### src/hw/rtl/ciex_pkg.sv
// Shared types, operation codes and constants of the integer execute unit.
`default_nettype none
package ciex_pkg;
  localparam int DEF_NUM_REGS = 16;
  localparam logic [31:0] WORD_MASK = 32'hFFFF_FFFF;
  localparam logic [7:0] SAR_BYTE_MASK = 8'b0000_0011;

  typedef enum logic [5:0] {
    OP_ABS = 6'd0, OP_ADD = 6'd1, OP_ADDI = 6'd2, OP_ADDX2 = 6'd3, OP_ADDX4 = 6'd4,
    OP_ADDX8 = 6'd5, OP_SUB = 6'd6, OP_AND = 6'd7, OP_OR = 6'd8, OP_XOR = 6'd9,
    OP_MOV = 6'd10, OP_MOVI = 6'd11, OP_MOVEQZ = 6'd12, OP_MOVNEZ = 6'd13,
    OP_MUL16S = 6'd14, OP_MUL16U = 6'd15, OP_MULL = 6'd16, OP_NSAU = 6'd17,
    OP_EXTUI = 6'd18, OP_SRLI = 6'd19, OP_SLLI = 6'd20, OP_SLL = 6'd21, OP_SRL = 6'd22,
    OP_SSL = 6'd23, OP_SSR = 6'd24, OP_SSA8L = 6'd25, OP_RSIL = 6'd26,
    OP_BEQ = 6'd27, OP_BEQI = 6'd28, OP_BEQZ = 6'd29, OP_BGEU = 6'd30,
    OP_BGEUI = 6'd31, OP_BGEZ = 6'd32, OP_BLT = 6'd33, OP_BLTU = 6'd34,
    OP_BLTUI = 6'd35, OP_BLTZ = 6'd36, OP_BNEI = 6'd37, OP_BNEZ = 6'd38,
    OP_BALL = 6'd39, OP_BANY = 6'd40, OP_CALL0 = 6'd41, OP_CALLX0 = 6'd42,
    OP_JUMP = 6'd43, OP_RET = 6'd44
  } op_t;

  // One unpacked instruction as it travels from the front to the back.
  typedef struct packed {
    logic [5:0]  op;
    logic [3:0]  r;
    logic [3:0]  s;
    logic [3:0]  t;
    logic [31:0] imm;
    logic [31:0] target;
    logic [31:0] npc;
    logic [4:0]  sc;
    logic [4:0]  fw;
  } instr_t;

  typedef struct packed {
    logic [31:0] pc;
    logic        taken;
    logic        wr;
    logic [3:0]  widx;
    logic [31:0] val;
  } result_t;
endpackage
`default_nettype wire

### src/hw/rtl/ciex_queue.sv
// Two-entry queue that decouples the front end from the execute back end.
`default_nettype none
module ciex_queue
  import ciex_pkg::*;
(
  input  wire logic   clk,
  input  wire logic   rst_n,
  input  wire logic   push,
  input  wire instr_t push_data,
  output logic        full,
  output logic        empty,
  input  wire logic   pop,
  output instr_t      head
);
  instr_t     mem_r [2];
  logic       wp_r, rp_r;
  logic [1:0] cnt_r;

  assign full  = cnt_r == 2'd2;
  assign empty = cnt_r == 2'd0;
  assign head  = mem_r[rp_r];

  always_ff @(posedge clk) begin
    if (!rst_n) begin
      wp_r <= 1'b0;
      rp_r <= 1'b0;
      cnt_r <= 2'd0;
    end else begin
      if (push) wp_r <= ~wp_r;
      if (pop) rp_r <= ~rp_r;
      cnt_r <= cnt_r + {1'b0, push} - {1'b0, pop};
    end
  end

  always_ff @(posedge clk) begin
    if (push) mem_r[wp_r] <= push_data;
  end
endmodule
`default_nettype wire

### config.mk
export PLATFORM = sky130hd
export DESIGN_NAME = ciex_queue
export DESIGN_NICKNAME = d
export VERILOG_FILES = /design/src/hw/rtl/ciex_pkg.sv /design/src/hw/rtl/ciex_queue.sv
export SDC_FILE = /design/constraint.sdc
export NUM_CORES = 1
export LEC_CHECK = 0
export ABC_AREA = 0
export ABC_CLOCK_PERIOD_IN_PS = 17700
export BUFFER_PORTS_ARGS = -buffer_cell sky130_fd_sc_hd__buf_2
export CAP_MARGIN = 30
export CORE_MARGIN = 3
export CORE_UTILIZATION = 48
export DETAILED_ROUTE_END_ITERATION = 10
export HOLD_SLACK_MARGIN = 0.15
export PLACE_DENSITY = 0.74
export SYNTH_ARGS = -nofsm -noshare
export SYNTH_HDL_FRONTEND = slang
export SYNTH_SLANG_ARGS = --single-unit
### constraint.sdc
create_clock -name clk -period 17.7 [get_ports clk]
set_input_delay 4.425 -clock clk [delete_from_list [all_inputs] [get_ports clk]]
set_output_delay 4.425 -clock clk [all_outputs]
set_load 0.005 [all_outputs]
==> flow_summary.toml <==
[global_routing]
track_usage = 0.152
antenna_found_initial = 2
grt_use_met3 = 0.0515
grt_pass1_wl_mm = 26.2
top_usage_layer = "met2"
met1_usage = 0.194
grt_max_degree = 73
grt_pass1_vias = 4983
global_route.overflow_total = 0
grtUsageMet2 = 0.249

[final_layout]
syn2layout_area_growth_pct = 24.5
drive_gt1_frac = 0.599
layout.nets = 808
instances_no_fill = 956
fillers = 1393

[synth]
synthTopCellsByCount = "edfxtp_1, mux2_2, mux2_4"
synth_largest_area_cell = "edfxtp_1"
synth_edf_count = 248
synth_top_area_share = 0.791
syn_nets = 537
yosysSeqAreaShare = 0.802
synth-seq-cells = 253
syn_avg_cell_area_um2 = 23.1
yosysWarnings = 0
yosysMostFrequentCell = "edfxtp_1"
synthFlopType = "edfxtp_1"
netlist_instances = 407
syn_area_um2 = 9410
async_reset_ff_frac = 0
yosysUniqueCellTypes = 14
synth.area.top_cells = "edfxtp_1, mux2_4, mux2_2"

[cts]
cts_setup_buffers = 0
cts_tree = "built"
htreeDepth = 1
clock_latency_ps = 500
root_buffer = "clkbuf_16"
numCtsBuffers = 25
cts_resized = 0
holdBufCountCts = 0
ctsLongestPathBuffers = 3
cts_sinks = 253
clk_pin_slew_ps = 60

[sta]
worstMarginPinSlew_ps = 962
hold_violations = 0
layout_setup_ws_ps = 10410
finClkSkew_ps = 14.1
slew_viol_final = 0
setup_violations = 0
timing.hold.ws_ps = 576
min_period_over_period = 0.412
period_needed_ps = 7290
tns_ps = 0
fmax_mhz = 137
rsz0062_at_grt = "false"
max-slew-margin-rel = 0.359

[placed_design]
gp_congestion = 0.731
dp.cells = 911
dp_hpwl_mm = 11.5
place_ws_ps = 10880
io_buffers = 253

[critical_path]
r2r_cells = 3
path_class = "reg2out"
cp.arrival_ps = 2860
cp.required_ps = 13280
end_kind = "output port"
path_max_fanout = 62
critPathLaunchType = "flip-flop"

[route]
ant_nets = 0
dr.pass1.iters = 4
vias = 4665
first_iter_violations = 283
wl_per_cell_um = 17.7
drt-total-wl_mm = 17.0
drc = 0
drt-vias-per-instance = 4.88

[power]
leakage_nw = 4.53
power.total_w = 0.00132
ir_worst_vdd_v = 0.0000951
power.density_nw_per_um2 = 113

[min_path]
holdCritPathClass = "reg2reg"
hold_depth = 2

[floorplan]
dieArea_um2 = 21300
coreArea_um2 = 19000
die-height_um = 146
initial_core_util = 0.497
ioPinCount = 254
rows = 50
dieWidth_um = 146

[flow_run]
maxCapViolations = 0

[outcome]
status = "finished clean"
-- kinds of logic (layout without fill, tap and decap cells) --
group	Yosys count	after routing	share of synthesized area
fa+ha+maj	2	2	0.00266
other cells	0	2	0
flops	253	253	0.802
xor+xnor	2	2	0.00332
simple gates	9	9	0.00571
mux	124	124	0.172
compound gates	1	1	0.000798
buf+inv	16	303	0.0136
-- routing by layer --
layer,up-vias,share of wire
met3,32,0.093
li1,2160,-
met4,0,0.026
met2,220,0.48
met5,-,0
met1,2253,0.40
-- stage by stage --
stage                     area, µm²  utilization
after floorplan                9410            -
after CTS                     11700        0.618
after detailed placement      11000        0.578
after global placement        10900        0.577
final                         11700        0.618
after global routing          11700        0.618
-- registers in the layout, indices dropped and copies added, names as in the netlist, named ones only --
register,cells
wp_r,1
mem_r,248
rp_r,1
cnt_r,2
-- power breakdown --
group	internal [W]	switching (W)
Sequential	0.000693	0.0000134
Clock	0.000286	0.000200
Combinational	0.0000725	0.0000555
Total	0.00105	0.000269
-- cell usage in the layout, fill, tap and decap left out --
cell type and n:
nor2b_1 3, buf_4 4, xor2_1 1, buf_2 253
inv_1 2, buf_16 1, clkbuf_1 4, o21a_1 1
dfxtp_4 1, clkbuf_16 25, diode_2 2, ha_1 2
clkinv_1 8, mux2_2 64, nor2b_4 1, and2_4 1
bufinv_16 2, inv_6 1, mux2_4 60, clkinv_2 3
nor2_1 1, dfxtp_1 4, and2_1 3, xnor3_1 1
edfxtp_1 248
-- path summary, 6_finish.rpt --
kind	start	endpoint	slack (ps)
min	rp_r	flip-flop	580
max	flip-flop	head[123]	10410
min reg2reg	rp_r	flip-flop	580
max reg2reg	wp_r	mem_r[0][112]	15370
-- area by class of cell --
type                    instances  area, µm²  area share
clock inverters                14        114     0.00972
flip-flops and latches        253       7550       0.644
repair buffers                258       1320       0.113
well taps                     260        325      0.0278
diodes                          2       5.00    0.000427
inverters                       2       7.51    0.000641
multi-input cells             138       1750       0.149
clock buffers                  29        641      0.0547
-- critical path, stage by stage, from the launching register on --
cell     delay [ps]
dfxtp_4         910
buf_4           580
buf_16          290
mux2_2          390
buf_2           130
Note: power is estimated with default switching activity, not from simulation.
